## src/sv/loc_pkg.sv

```systemverilog
// Shared types and constants for the line orientation classifier.
package loc_pkg;

  localparam int PRE_SHIFT    = 40;
  localparam int CORDIC_STEPS = 32;

  localparam logic [31:0] HALF_TURN32    = 32'h8000_0000;
  localparam logic [31:0] QUARTER_TURN32 = 32'h4000_0000;

  localparam logic [31:0] ATAN_TURN32 [CORDIC_STEPS] = '{
    32'h20000000, 32'h12E4051E, 32'h09FB385B, 32'h051111D4,
    32'h028B0D43, 32'h0145D7E1, 32'h00A2F61E, 32'h00517C55,
    32'h0028BE53, 32'h00145F2F, 32'h000A2F98, 32'h000517CC,
    32'h00028BE6, 32'h000145F3, 32'h0000A2FA, 32'h0000517D,
    32'h000028BE, 32'h0000145F, 32'h00000A30, 32'h00000518,
    32'h0000028C, 32'h00000146, 32'h000000A3, 32'h00000051,
    32'h00000029, 32'h00000014, 32'h0000000A, 32'h00000005,
    32'h00000003, 32'h00000001, 32'h00000001, 32'h00000000
  };

  localparam logic [1:0] REG_ROLL = 2'd0;
  localparam logic [1:0] REG_HTOL = 2'd1;
  localparam logic [1:0] REG_VTOL = 2'd2;

  localparam logic [1:0] CLASS_NONE  = 2'd0;
  localparam logic [1:0] CLASS_HORIZ = 2'd1;
  localparam logic [1:0] CLASS_VERT  = 2'd2;

  localparam int unsigned HTOL_RESET = 1820;
  localparam int unsigned VTOL_RESET = 910;

  typedef struct packed {
    logic dx_neg;
    logic dy_neg;
    logic ax_zero;
    logic ay_zero;
  } loc_ctrl_t;

endpackage

```

## src/sv/loc_prep.sv

```systemverilog
// Input stage: endpoint differences, magnitudes and quadrant flags.
module loc_prep import loc_pkg::*; #(
  parameter int CW = 12
) (
  input  logic                    clk_i,
  input  logic                    rst_ni,
  input  logic                    valid_i,
  input  logic [CW-1:0]           x_start_i,
  input  logic [CW-1:0]           y_start_i,
  input  logic [CW-1:0]           x_end_i,
  input  logic [CW-1:0]           y_end_i,
  output logic                    valid_o,
  output loc_ctrl_t               ctrl_o,
  output logic signed [CW+PRE_SHIFT+2:0] x_o,
  output logic signed [CW+PRE_SHIFT+2:0] y_o,
  output logic [4*CW-1:0]         coords_o
);

  localparam int XW = CW + PRE_SHIFT + 3;

  logic signed [CW:0] dx, dy;
  logic [CW-1:0]      ax, ay;
  logic               valid_q;
  loc_ctrl_t          ctrl_d, ctrl_q;
  logic signed [XW-1:0] x_d, x_q, y_d, y_q;
  logic [4*CW-1:0]    coords_q;

  assign dx = $signed({1'b0, x_start_i}) - $signed({1'b0, x_end_i});
  assign dy = $signed({1'b0, y_start_i}) - $signed({1'b0, y_end_i});
  assign ax = dx[CW] ? CW'(-dx) : CW'(dx);
  assign ay = dy[CW] ? CW'(-dy) : CW'(dy);

  assign ctrl_d.dx_neg  = dx[CW];
  assign ctrl_d.dy_neg  = dy[CW];
  assign ctrl_d.ax_zero = (ax == '0);
  assign ctrl_d.ay_zero = (ay == '0);

  assign x_d = $signed({{(XW-CW-PRE_SHIFT){1'b0}}, ax, {PRE_SHIFT{1'b0}}});
  assign y_d = $signed({{(XW-CW-PRE_SHIFT){1'b0}}, ay, {PRE_SHIFT{1'b0}}});

  always_ff @(posedge clk_i or negedge rst_ni) begin
    if (!rst_ni) begin
      valid_q <= 1'b0;
    end else begin
      valid_q <= valid_i;
    end
  end

  always_ff @(posedge clk_i) begin
    ctrl_q   <= ctrl_d;
    x_q      <= x_d;
    y_q      <= y_d;
    coords_q <= {x_start_i, y_start_i, x_end_i, y_end_i};
  end

  assign valid_o  = valid_q;
  assign ctrl_o   = ctrl_q;
  assign x_o      = x_q;
  assign y_o      = y_q;
  assign coords_o = coords_q;

endmodule

```

## config.mk

```make
export PLATFORM = sky130hd
export DESIGN_NAME = loc_prep
export DESIGN_NICKNAME = d
export VERILOG_FILES = /design/src/sv/loc_pkg.sv /design/src/sv/loc_prep.sv
export SDC_FILE = /design/constraint.sdc
export NUM_CORES = 1
export LEC_CHECK = 0
export ABC_AREA = 1
export BUFFER_PORTS_ARGS = -buffer_cell sky130_fd_sc_hd__buf_2
export CAP_MARGIN = 0
export CELL_PAD_IN_SITES_DETAIL_PLACEMENT = 2
export CELL_PAD_IN_SITES_GLOBAL_PLACEMENT = 2
export CORE_UTILIZATION = 27
export CTS_CLUSTER_SIZE = 40
export DETAILED_ROUTE_END_ITERATION = 8
export PLACE_DENSITY = 0.95
export SLEW_MARGIN = 20
export SYNTH_ARGS = -nofsm -noshare
export SYNTH_HDL_FRONTEND = slang
export SYNTH_SLANG_ARGS = --single-unit
```

## constraint.sdc

```tcl
create_clock -name clk_i -period 1 [get_ports clk_i]
set_input_delay 0.2 -clock clk_i [delete_from_list [all_inputs] [get_ports clk_i]]
set_output_delay 0.2 -clock clk_i [all_outputs]
set_load 0.01 [all_outputs]
```

==> results, run 1 <==
- The proportion of synthesized chip area in sequential cells is 32.8%.
- The library cell used most frequently in the layout, excluding fill and tap cells, is sky130_fd_sc_hd__nand2_2.
- The number of vias in the routed layout is 5171.
- In this run the standard cell core region covers 16800 um2.
- For the worst setup path, the data required time is 1.29 ns.
- Summing the areas of all compound-gate instances in the mapped netlist gives 2.81% of the synthesized area.
- The post-placement cell area is 5820 um2.
- The total global routing track utilization is 22.5%.
- The clock root buffer is sky130_fd_sc_hd__clkbuf_16.
- The setup slack of the critical path after layout is -1.01 ns.
- The analysis attributes to cell leakage a power of 4.14 nW.
- The endpoint of the most critical setup path is ctrl_o[0].
- The detailed router's first-iteration violation count is 178.
- The routability congestion estimate from global placement is 0.788.
- The wire length of the first global-routing pass is 30500 um.
- The worst setup path is launched from an input pin.
- The final reports fail on setup timing.
- Cells with a size suffix above 1 make up 55.4% of the layout.
- Power spread over the standard cell area amounts to 1560 nW/um2.
- The type of destination of the critical path is a flip-flop.
- Summing the areas of all fa, ha and maj instances in the mapped netlist gives 7.74% of the synthesized area.
- After detailed routing, the number of remaining DRC violations is 0.
- The area taken by flip-flops and latches is 1600 um2.
- Once detail routing completed, the nets flagged for antenna violations numbered 0.
- Summing every instance area after synthesis gives 4720 um2.
- For this run, the post-layout net count is 1000.
- The run finished, with violations left.
- TritonCTS built the clock tree.
- Ranked by total cell area, the synthesized netlist is headed by sky130_fd_sc_hd__dfxtp_1 32%, sky130_fd_sc_hd__nand2_1 15%, sky130_fd_sc_hd__buf_4 14%, sky130_fd_sc_hd__inv_1 7.6%, sky130_fd_sc_hd__ha_1 6.9%.
- The final critical-path required period is 2.01 ns.
- The wire length per cell is 21.9 um.
- Dividing the final minimum period by the clock period gives 201%.
- The maximum number of pins on one net before global-route repair is 13.
- For the worst setup path, the data arrival time is 2.30 ns.
- The synthesized netlist devotes 2.17% of its cell area to XOR and XNOR gates.
- The setup TNS after final layout is -18.17 ns.
- The number of buffers created by CTS is 9.
- The share of the core filled with cells in the final layout is 48.5%.
- The count of TritonRoute iterations in the first routing pass is 4.
- The simple-gate share of the synthesized area is 31.7%.
- The total design power is 12.7 mW.
- The count of endpoints failing setup in the final report is 40.
- Measured along the x axis, the die boundary spans 134 um.
- The number of global-route vias before repair is 5768.
- The max-capacitance violation count is 0.
- Setup repair after global routing could not meet its margin everywhere.
- The cell row count is 47.
- The worst-case vdd ir drop is 887 uV.
- Of all nets on the critical path, the largest fanout is 7.
- The final standard cell area without fillers is 8150 um2.
- Pin placement for this block handled 214 I/O pins.
- The tree built by TritonCTS fans out to 77 sinks.
- Synthesis handed over a netlist of 652 instances.
- The multiplexer share of the synthesized area is 0%.
- The floorplan step defined a die boundary enclosing 18000 um2.
- The worst hold path class is input pin to flip-flop.
- The total overflow left after global routing is 0.
- Summed over all layers, the routed wires come to 25200 um.
- The netlist uses 34 different library cells.
- The category of the critical setup timing path is input pin to flip-flop.
- The H-tree generated during clock tree synthesis spans 3 levels.
- The multi-input combinational cells in the finished layout cover a total of 3410 um2.
- The buffer depth of the longest clock path is 2.
- The dominant combinational cell family by area after synthesis is simple AND/OR/NAND/NOR gates.
- The height of the die is 134 um.
- The number of max-slew violations in the final report is 0.
- Hold timing on the final database bottoms out at a slack of 0.00373 ns.
- The cell type with the highest aggregate area in the netlist is sky130_fd_sc_hd__dfxtp_1.
- In the layout the commonest cells are 93 x sky130_fd_sc_hd__nand2_2, 87 x sky130_fd_sc_hd__nand2_1, 86 x sky130_fd_sc_hd__conb_1, 84 x sky130_fd_sc_hd__inv_1, 80 x sky130_fd_sc_hd__buf_4.
- Relative to the synthesized area, the layout overhead comes to 72.7%.
- Once the floorplan was initialized, standard cells occupied 28.1% of the core.
- The number of warnings reported in the yosys synthesis log is 0.
- The number of hold violations in the final report is 0.
- In this run the worst setup path begins at y_start_i[0].
- After clock tree synthesis, the clock-pin slew on the worst setup and hold paths is 0.06 ns.
- The average instance area after synthesis is 7.24 um2.
- The per-cell via count in the routed design is 4.50.
- The maximum frequency from static timing analysis is 496 MHz.
- Buffers placed on the I/O ports in this run total 127.
- The sum of net half-perimeters after detailed placement is 13100 um.
- The initial antenna violation count is 2.
- In this run the biggest area consumer among cell types represents 32.2% of the synthesized area.
- Counting flops and latches in the post-synthesis netlist gives 77.
- The count of fill cells added during filler insertion is 1873.
[flip-flops by register name, summed over array words and instances, names as in the netlist]
name      flops
coords_o     48
ctrl_o        4
valid_o       1
x_o          12
y_o          12
[cells by family after synthesis]
kind of cell	count (synthesis)
xor+xnor	10
other cells	1
compound gates	22
simple gates	324
buf+inv	190
flops	77
fa+ha+maj	28
[cells in the mapped netlist, drive strengths merged]
library cell,count
a31oi,4
dfrtp,1
o21bai,2
or2,4
xnor2,2
o21ai,4
inv,98
a21oi,10
nand3,54
o211ai,2
conb,1
ha,26
buf,92
xor2,8
nand2,210
nor2,46
nand3b,2
nand4,6
nor3,2
fa,2
dfxtp,76
[metrics by stage]
step	setup WS, ns	cells
floorplan	-0.898	737
global placement	-1.20	1059
detailed placement	-1.38	1059
CTS	-0.857	1126
global route	-1.12	1148
finish	-1.01	1148
[worst max-delay path: stages]
cell and delay [ns]:
sky130_fd_sc_hd__buf_8 0.09, sky130_fd_sc_hd__inv_8 0.03, sky130_fd_sc_hd__ha_4 0.16, sky130_fd_sc_hd__fa_2 0.38, sky130_fd_sc_hd__inv_2 0.08, sky130_fd_sc_hd__nand2_2 0.07, sky130_fd_sc_hd__nand2_4 0.09, sky130_fd_sc_hd__nand2_4 0.07
sky130_fd_sc_hd__nor2_4 0.19, sky130_fd_sc_hd__nor2_8 0.09, sky130_fd_sc_hd__buf_6 0.14, sky130_fd_sc_hd__nand2_4 0.07, sky130_fd_sc_hd__nand2_4 0.07, sky130_fd_sc_hd__nor2_4 0.14, sky130_fd_sc_hd__nand2_2 0.08, sky130_fd_sc_hd__nor2_2 0.14
sky130_fd_sc_hd__nand3_1 0.11, sky130_fd_sc_hd__nor2_1 0.10
[area by class of cell]
class                   count  share of cell area (%)
well taps                 220                    3.38
inverters                  98                    4.79
repair buffers            264                    26.6
flip-flops and latches     77                    19.7
clock buffers              16                    3.70
diodes                      2                  0.0614
multi-input cells         471                    41.8
[worst min-delay path by stage]
stage	start	to	slack, ns	depth (start not counted)
floorplan	rst_ni	valid_o	-0.1	0
global placement	rst_ni	valid_o	-0.03	1
detailed placement	rst_ni	valid_o	-0.02	1
CTS	y_start_i[3]	coords_o[27]	0.002	1
global route	y_start_i[3]	coords_o[27]	0.005	1
finish	y_end_i[1]	coords_o[1]	0.004	1
[layer usage]
metal | GRT usage [%] | up-vias | wire length (um)
li1 | - | 2364 | -
met1 | 18.6 | 2545 | 7840
met2 | 48.6 | 183 | 15300
met3 | 3.89 | 79 | 862
met4 | 11.7 | 0 | 1170
met5 | 0 | - | 0
[power breakdown]
part           leakage (nW)  internal (mW)  switching, mW
Sequential            0.654           3.48          0.161
Clock                 0.149           2.03           1.35
Combinational          3.33           2.40           3.28
Total                  4.14           7.90           4.79
[repair_timing]
action                                  in CTS  in global routing
gates cloned                                 0                  1
gates resized for setup                    130                218
hold endpoints to repair                    43                  0
hold buffers                                43                  0
setup buffers                                9                 19
endpoints found under the setup margin      59                 87
pin swaps                                   53                 79
Power figures use the tool's default switching activity.
==> inputs of run 2 (changes only) <==
Settings changed: ABC_AREA 1 to unset, CELL_PAD_IN_SITES_DETAIL_PLACEMENT 2 to 1, CELL_PAD_IN_SITES_GLOBAL_PLACEMENT 2 to 1, CORE_UTILIZATION 27 to 36.
==> run 2 against run 1 <==
  * The run ends with DRC, setup timing left
  * Synthesized cell count down 26%
  * Count of clock-buffer cells in the layout down 4
  * Critical path depth shrank 5
  * Combinational power is 12% higher
  * Design area fell by 2.1%
  * Via count shrank 5.5%
  * Final cell count decreased by 18%
  * Hold slack improved by 0.0049 ns
  * Non-clock buffer count grew 47
  * Sequential power up 3%
==> results, run 2 <==
- The first global-routing pass estimated 27900 um of wire.
- In the synthesized netlist the async set-or-reset flop fraction comes to 1.30%.
- By area, the combinational part of the netlist is dominated by buffers and inverters.
- Summing the sequential cell areas from Yosys gives 35.5% of the chip area.
- Detailed routing inserted a total of 4887 vias.
- The number of instances in the placed design is 847.
- The floorplan has 39 rows.
- The number of hold violations in the final report is 0.
- Summing the areas of all compound-gate instances in the mapped netlist gives 14.6% of the synthesized area.
- The area growth from synthesis to layout is 83.1%.
- The TritonCTS clock tree is yes.
- The simple-gate share of the synthesized area is 14.1%.
- Using the TritonRoute via totals, the vias-per-cell ratio works out to 5.19.
- The number of max-slew violations in the final report was 0.
- The top-area cell type share of the netlist area is 34.9%.
- The most common library cell in the layout ignoring fill and taps is sky130_fd_sc_hd__buf_4.
- Walking the worst path, the cells encountered are buf_2 -> inv_1 -> ha_1 -> buf_4 -> and2_0 -> o21ai_0 -> nand3b_1 -> xor2_1 -> and2b_2 -> or3_4 -> a2111o_1 -> or4_1 -> nor3_2.
- The final critical path takes up 302% of the cycle.
- The final standard cell area without fillers is 7980 um2.
- Counting distinct cell types in the post-synthesis netlist gives 70.
- The Yosys step of the flow raised 0 warnings.
- The total detailed-routing wirelength is 22600 um.
- The H-tree generated during clock tree synthesis spans 3 levels.
- Counting flops with a built-in enable in the synthesized netlist gives 0.
- The number of antenna-violating nets in the routed design is 0.
- The clock transition time at the flip-flop clock pins of the worst setup and hold paths is 0.06 ns.
- The leakage power total is 3.76 nW.
- The floorplan die width is 112 um.
- Setup repair after global routing could not meet its margin everywhere.
- The count of endpoints failing setup in the final report is 43.
- The checks that failed: DRC, setup timing.
- The number of input and output port buffers inserted is 127.
- In the final design database the tool counted 871 nets.
- The I/O pin count is 214.
- The max-capacitance violation count is 0.
- The flip-flop count of the largest register, all copies and words added is 48.
- The library cells used most frequently in the layout, excluding fill and tap cells, are 115 x sky130_fd_sc_hd__buf_4, 88 x sky130_fd_sc_hd__buf_2, 86 x sky130_fd_sc_hd__conb_1, 59 x sky130_fd_sc_hd__buf_6, 43 x sky130_fd_sc_hd__dlygate4sd3_1.
- The share of layout cells above drive strength 1 is 57.1%.
- The slowest stage of the critical path belongs to the cell sky130_fd_sc_hd__or4_1.
- The DRC violations left is 6.
- Counting flops and latches in the post-synthesis netlist gives 77.
- The most used flip-flop cell after synthesis is sky130_fd_sc_hd__dfxtp_1.
- STA classifies the critical path startpoint as an input pin.
- Counting the fill cells in the layout gives 1274.
- The starting density of the core is 37.5%.
- Multiplexer cells account for 0.460% of the synthesized area.
- The floorplan step defined a die boundary enclosing 12500 um2.
- The initial antenna violation count is 1.
- The worst endpoint data arrival time is 3.30 ns.
- The post-placement cell area is 5930 um2.
- Across all setup checks in the final design, the least slack found is -2.02 ns.
- The wire length per cell is 24.1 um.
- Counting every instance in the synthesized netlist gives 483.
- For this run, the top clock speed supported by timing is 331 MHz.
- The number of global-route vias before repair is 5189.
- The cell type with the highest aggregate area in the netlist is sky130_fd_sc_hd__dfxtp_1.
- The area of the mapped netlist is 4360 um2.
- The commonest cells after synthesis are 86 x sky130_fd_sc_hd__buf_4, 76 x sky130_fd_sc_hd__dfxtp_1, 35 x sky130_fd_sc_hd__inv_1.
- sky130_fd_sc_hd__buf_4 is the most common cell in the netlist.
- The worst-case vdd ir drop is 1110 uV.
- The number of buffers and inverters on the critical path is 3.
- At the end of routability-driven placement, the weighted congestion stood at 0.947.
- The number of buffers created by CTS is 9.
- The power per unit of standard cell area is 1700 nW/um2.
- The synthesized netlist devotes 8.39% of its cell area to adder and majority cells.
- The clock root buffer is sky130_fd_sc_hd__clkbuf_16.
- The total core area is 11600 um2.
- Summed over all nets, the half-perimeter wirelength after detailed placement is 11200 um.
- The height of the die is 112 um.
- Of all nets on the critical path, the largest fanout is 4.
- The total global routing track utilization is 29.5%.
- Counting every sink on the clock net gives 77.
- The total design power is 13.5 mW.
- The critical path's top delay family is simple AND/OR/NAND/NOR gates.
- The worst pin sits at a relative slew slack of 65.4%.
- For the worst setup path, the data required time is 1.28 ns.
- In the post-synthesis netlist, the biggest area contributors are sky130_fd_sc_hd__dfxtp_1 35%, sky130_fd_sc_hd__buf_4 15%, sky130_fd_sc_hd__ha_1 7.5%, sky130_fd_sc_hd__xnor2_1 5.2%, sky130_fd_sc_hd__inv_1 3.0%.
- Hold is met by 0.00867 ns.
- The clock passes through at most 2 buffers.
- In this run the worst hold path is classified as input pin to flip-flop.
- Averaged over all synthesized cells, the footprint is 9.02 um2.
- After global routing the overflow that remains totals 0.
- In this design, the stage delay of the slowest critical-path cell is 0.45 ns.
- The final critical-path required period is 3.02 ns.
- The count of TritonRoute iterations in the first routing pass is 9.
- The slew at the pin closest to its max-slew limit is 0.514 ns.
- After Yosys synthesis, XOR and XNOR cells account for 7.79% of the synthesized area.
- Entering global routing, the biggest net connects 14 pins.
- The critical path is of the input pin to flip-flop type.
- The worst setup path is captured at a flip-flop.
- The run finished, with violations left.
- The detailed router's first-iteration violation count is 264.
- Summed over all failing endpoints, the final setup total negative slack is -30.44 ns.
- Once layout is complete, the cells apart from fillers number 941.
[run 2: cells by family (layout without fill, tap and decap cells)]
logic type      Yosys count  after routing
xor+xnor                 37             37
compound gates           91             91
other cells               1             87
flops                    77             77
buf+inv                 134            363
simple gates            113            113
mux                       2              2
fa+ha+maj                28             28
[run 2: power breakdown]
| group | leakage, nW | internal, mW | switching, mW |
|---|---|---|---|
| Combinational | 2.96 | 3.10 | 3.30 |
| Clock | 0.147 | 2.00 | 1.37 |
| Sequential | 0.653 | 3.58 | 0.183 |
| Total | 3.76 | 8.67 | 4.85 |
[run 2: cell type report]
class | count | area [um2] | area share [%]
flip-flops and latches | 77 | 1590 | 19.9
diodes | 1 | 2.50 | 0.0314
multi-input cells | 357 | 3240 | 40.6
repair buffers | 311 | 2500 | 31.3
inverters | 36 | 171 | 2.15
clock inverters | 4 | 48.8 | 0.612
well taps | 143 | 179 | 2.24
clock buffers | 12 | 246 | 3.09
[run 2: what timing repair did]
action                                 4_1_cts  5_1_grt
setup endpoints to repair                   43       67
gates resized for setup                    132       98
hold buffers                                43        0
buffers inserted                            29       16
endpoints found under the hold margin       43        0
pin swaps                                   55       35
[run 2: metal layers]
metal	up-vias	global-route usage, %	share of wire [%]
met5	-	0	0
met4	0	18.6	8.4
met3	150	7.08	5.5
met2	292	60.7	56
met1	2350	24.6	30
li1	2095	-	-
[run 2: worst paths after layout]
check,startpoint,to,slack [ns],cells past startpoint
max,y_end_i[3],ctrl_o[0],-2.02,13
min,y_start_i[4],coords_o[28],0.009,1
max in group asynchronous,rst_ni,valid_o,0.77,2
min in group asynchronous,rst_ni,valid_o,0.15,2
[run 2: through the flow]
step	util, %	setup WS (ns)
floorplan	-	-1.83
global placement	51.0	-1.99
detailed placement	51.0	-2.16
CTS	64.2	-1.64
global route	68.7	-2.13
finish	68.7	-2.02
==> inputs of run 3 (changes only) <==
--- a/config.mk
+++ b/config.mk
@@ -13,5 +13,5 @@
 export CTS_CLUSTER_SIZE = 40
 export DETAILED_ROUTE_END_ITERATION = 8
-export PLACE_DENSITY = 0.95
+export PLACE_DENSITY_LB_ADDON = 0.05
 export SLEW_MARGIN = 20
 export SYNTH_ARGS = -nofsm -noshare
==> constraint.sdc (replaced) <==
create_clock -name clk_i -period 1 [get_ports clk_i]
set_input_delay 0.1 -clock clk_i [delete_from_list [all_inputs] [get_ports clk_i]]
set_output_delay 0.1 -clock clk_i [all_outputs]
set_load 0.01 [all_outputs]
==> run 3 against run 2 <==
  * Critical path type unchanged
  * Sequential share of layout area increased by 0.24 points
  * Critical endpoint unchanged
  * The run still ends with DRC, setup timing left
  * Final cell count decreased by 0.11%
  * Die area unchanged
  * Combinational power decreased by 15%
  * Wire length decreased by 25%
  * Power decreased by 5.4%
  * First-iteration DRC count decreased by 41%
==> results, run 3 (synthesis results as in run 2) <==
- The run finished, with violations left.
- The final reports fail on DRC, setup timing.
- At the end of the flow, the number of nets in the layout was 871.
- The starting density of the core is 37.5%.
- Setup violations remaining at the end of the flow were counted as 26.
- The total die area is 12500 um2.
- The buffer depth of the longest clock path is 2.
- The share of the core filled with cells in the final layout is 66.0%.
- The number of max-slew violations in the final report is 0.
- At the end of routability-driven placement, the weighted congestion stood at 0.821.
- Hold timing on the final database bottoms out at a slack of 0.0572 ns.
- The number of buffers created by CTS is 9.
- Detailed routing inserted a total of 4461 vias.
- The max-capacitance violation count is 0.
- The initial antenna violation count is 0.
- In the routed layout, each cell is associated on average with a via count of 4.75.
- Across every metal layer, demand over resource in global routing totals 22.2%.
- After detailed routing, the average wire length per cell comes to 18.0 um.
- The clock net in this run drives a total of 77 sinks.
- The total area inside the core boundary comes to 11600 um2.
- The die is 112 um tall.
- After layout, the minimum clock period comes to 2.56 ns.
- The count of fill cells added during filler insertion is 1288.
- In this run, the number of DRC markers left after iteration 0 of detailed routing was 156.
- In this run the horizontal extent of the chip is 112 um.
- The register with the most flip-flops in the layout has 48 of them.
- Leaving out fill and tap cells, the most frequent cell in the layout is sky130_fd_sc_hd__buf_2.
- In the layout the commonest cells are 121 x sky130_fd_sc_hd__buf_2, 115 x sky130_fd_sc_hd__buf_4, 86 x sky130_fd_sc_hd__conb_1, 76 x sky130_fd_sc_hd__dfxtp_1, 50 x sky130_fd_sc_hd__dlygate4sd3_1.
- 214 I/O pins were placed.
- The post-route netlist has 50.4% of its cells at a drive strength greater than 1.
- The category of the critical setup timing path is input pin to flip-flop.
- The worst endpoint data arrival time is 2.84 ns.
- The non-filler instance count after layout is 940.
- The count of TritonRoute iterations in the first routing pass is 8.
- IR analysis of the VDD net gives a maximum drop of 800 uV.
- Static timing analysis puts the maximum clock frequency at 390 MHz.
- The TritonCTS clock tree is yes.
- The maximum fanout along the worst path is 4.
- The number of global-route vias before repair was 4532.
- The HPWL after detailed placement is 9570 um.
- The data required time of the worst path is 1.28 ns.
- The area added between synthesis and finish is 76.0%.
- The power per unit of standard cell area is 1670 nW/um2.
- The total design power is 12.8 mW.
- The clock transition time at the flip-flop clock pins of the worst setup and hold paths is 0.06 ns.
- Dividing the final minimum period by the clock period gives 256%.
- The number of hold violations in the final report came to 0.
- The H-tree was split into 3 levels.
- The first global-routing pass estimated 21900 um of wire.
- In this run the core area contains 39 standard-cell rows.
- The worst hold path belongs to the class input pin to async pin.
- The clock root buffer is sky130_fd_sc_hd__clkbuf_16.
- The number of instances in the placed design is 844.
- For this block, the routed nets add up to 17000 um of wire.
- The type of destination of the critical path is a flip-flop.
- After detailed routing, the number of remaining DRC violations is 9.
- Summed over all cells, the static leakage comes to 3.64 nW.
- The worst setup path is launched from an input pin.
- The total overflow reported by the global router is 0.
- The number of antenna cells inserted is 0.
- The number of antenna-violating nets in the routed design is 0.
- The setup slack of the critical path after layout is -1.56 ns.
- Input and output buffers added on the ports amount to 127.
- Entering global routing, the biggest net connects 14 pins.
- Timing analysis after detailed placement gives a worst setup slack of -2.03 ns.
- Setup repair after global routing could not meet its margin everywhere.
-- run 3: critical path, cell delays in order --
cell	delay [ns]
sky130_fd_sc_hd__buf_8	0.09
sky130_fd_sc_hd__inv_8	0.03
sky130_fd_sc_hd__ha_4	0.15
sky130_fd_sc_hd__fa_2	0.38
sky130_fd_sc_hd__nand2b_4	0.18
sky130_fd_sc_hd__a21oi_4	0.18
sky130_fd_sc_hd__nand4b_1	0.15
sky130_fd_sc_hd__a211oi_2	0.30
sky130_fd_sc_hd__nor2_2	0.10
sky130_fd_sc_hd__o41ai_2	0.35
sky130_fd_sc_hd__xnor2_1	0.16
sky130_fd_sc_hd__or4_1	0.55
sky130_fd_sc_hd__nor3_2	0.11
-- run 3: layout make-up --
class / count / area (um2) / area share, %
Clock buffer: 11 / 253 / 3.30
Timing Repair Buffer: 311 / 2280 / 29.7
Clock inverter: 5 / 81.3 / 1.06
Inverter: 36 / 170 / 2.22
Sequential cell: 77 / 1550 / 20.2
Multi-Input combinational cell: 357 / 3150 / 41.2
Tap cell: 143 / 179 / 2.33
-- run 3: routing by layer --
layer	global-route usage [%]	vias up	wire length (um)
met2	46.0	125	9980
met5	0	-	0
met1	21.1	2204	5820
met4	9.87	0	512
li1	-	2092	-
met3	3.48	40	636
-- run 3: path summary, 6_finish.rpt --
kind                               from         to
max in group asynchronous        rst_ni    valid_o
min in group clk_i           y_end_i[0]    y_o[40]
max                        y_start_i[0]  ctrl_o[0]
min                              rst_ni    valid_o
-- run 3: power breakdown --
group | switching [mW] | internal [mW]
Clock | 1.38 | 2.33
Combinational | 2.79 | 2.65
Sequential | 0.117 | 3.53
Total | 4.29 | 8.50
-- run 3: timing repair --
item / in CTS / in global routing
hold endpoints to repair: 50 / 0
endpoints found under the setup margin: 26 / 26
pin swaps: 31 / 36
gates resized for setup: 80 / 63
hold buffers: 50 / 0
buffers inserted: 17 / 21
-- run 3: per-stage QoR --
step	TNS [ns]	cell area (um2)
after floorplan	-23.97	5050
after global placement	-32.99	5890
after detailed placement	-34.73	5890
after CTS	-21.37	7220
after global routing	-25.39	7660
final	-23.41	7660
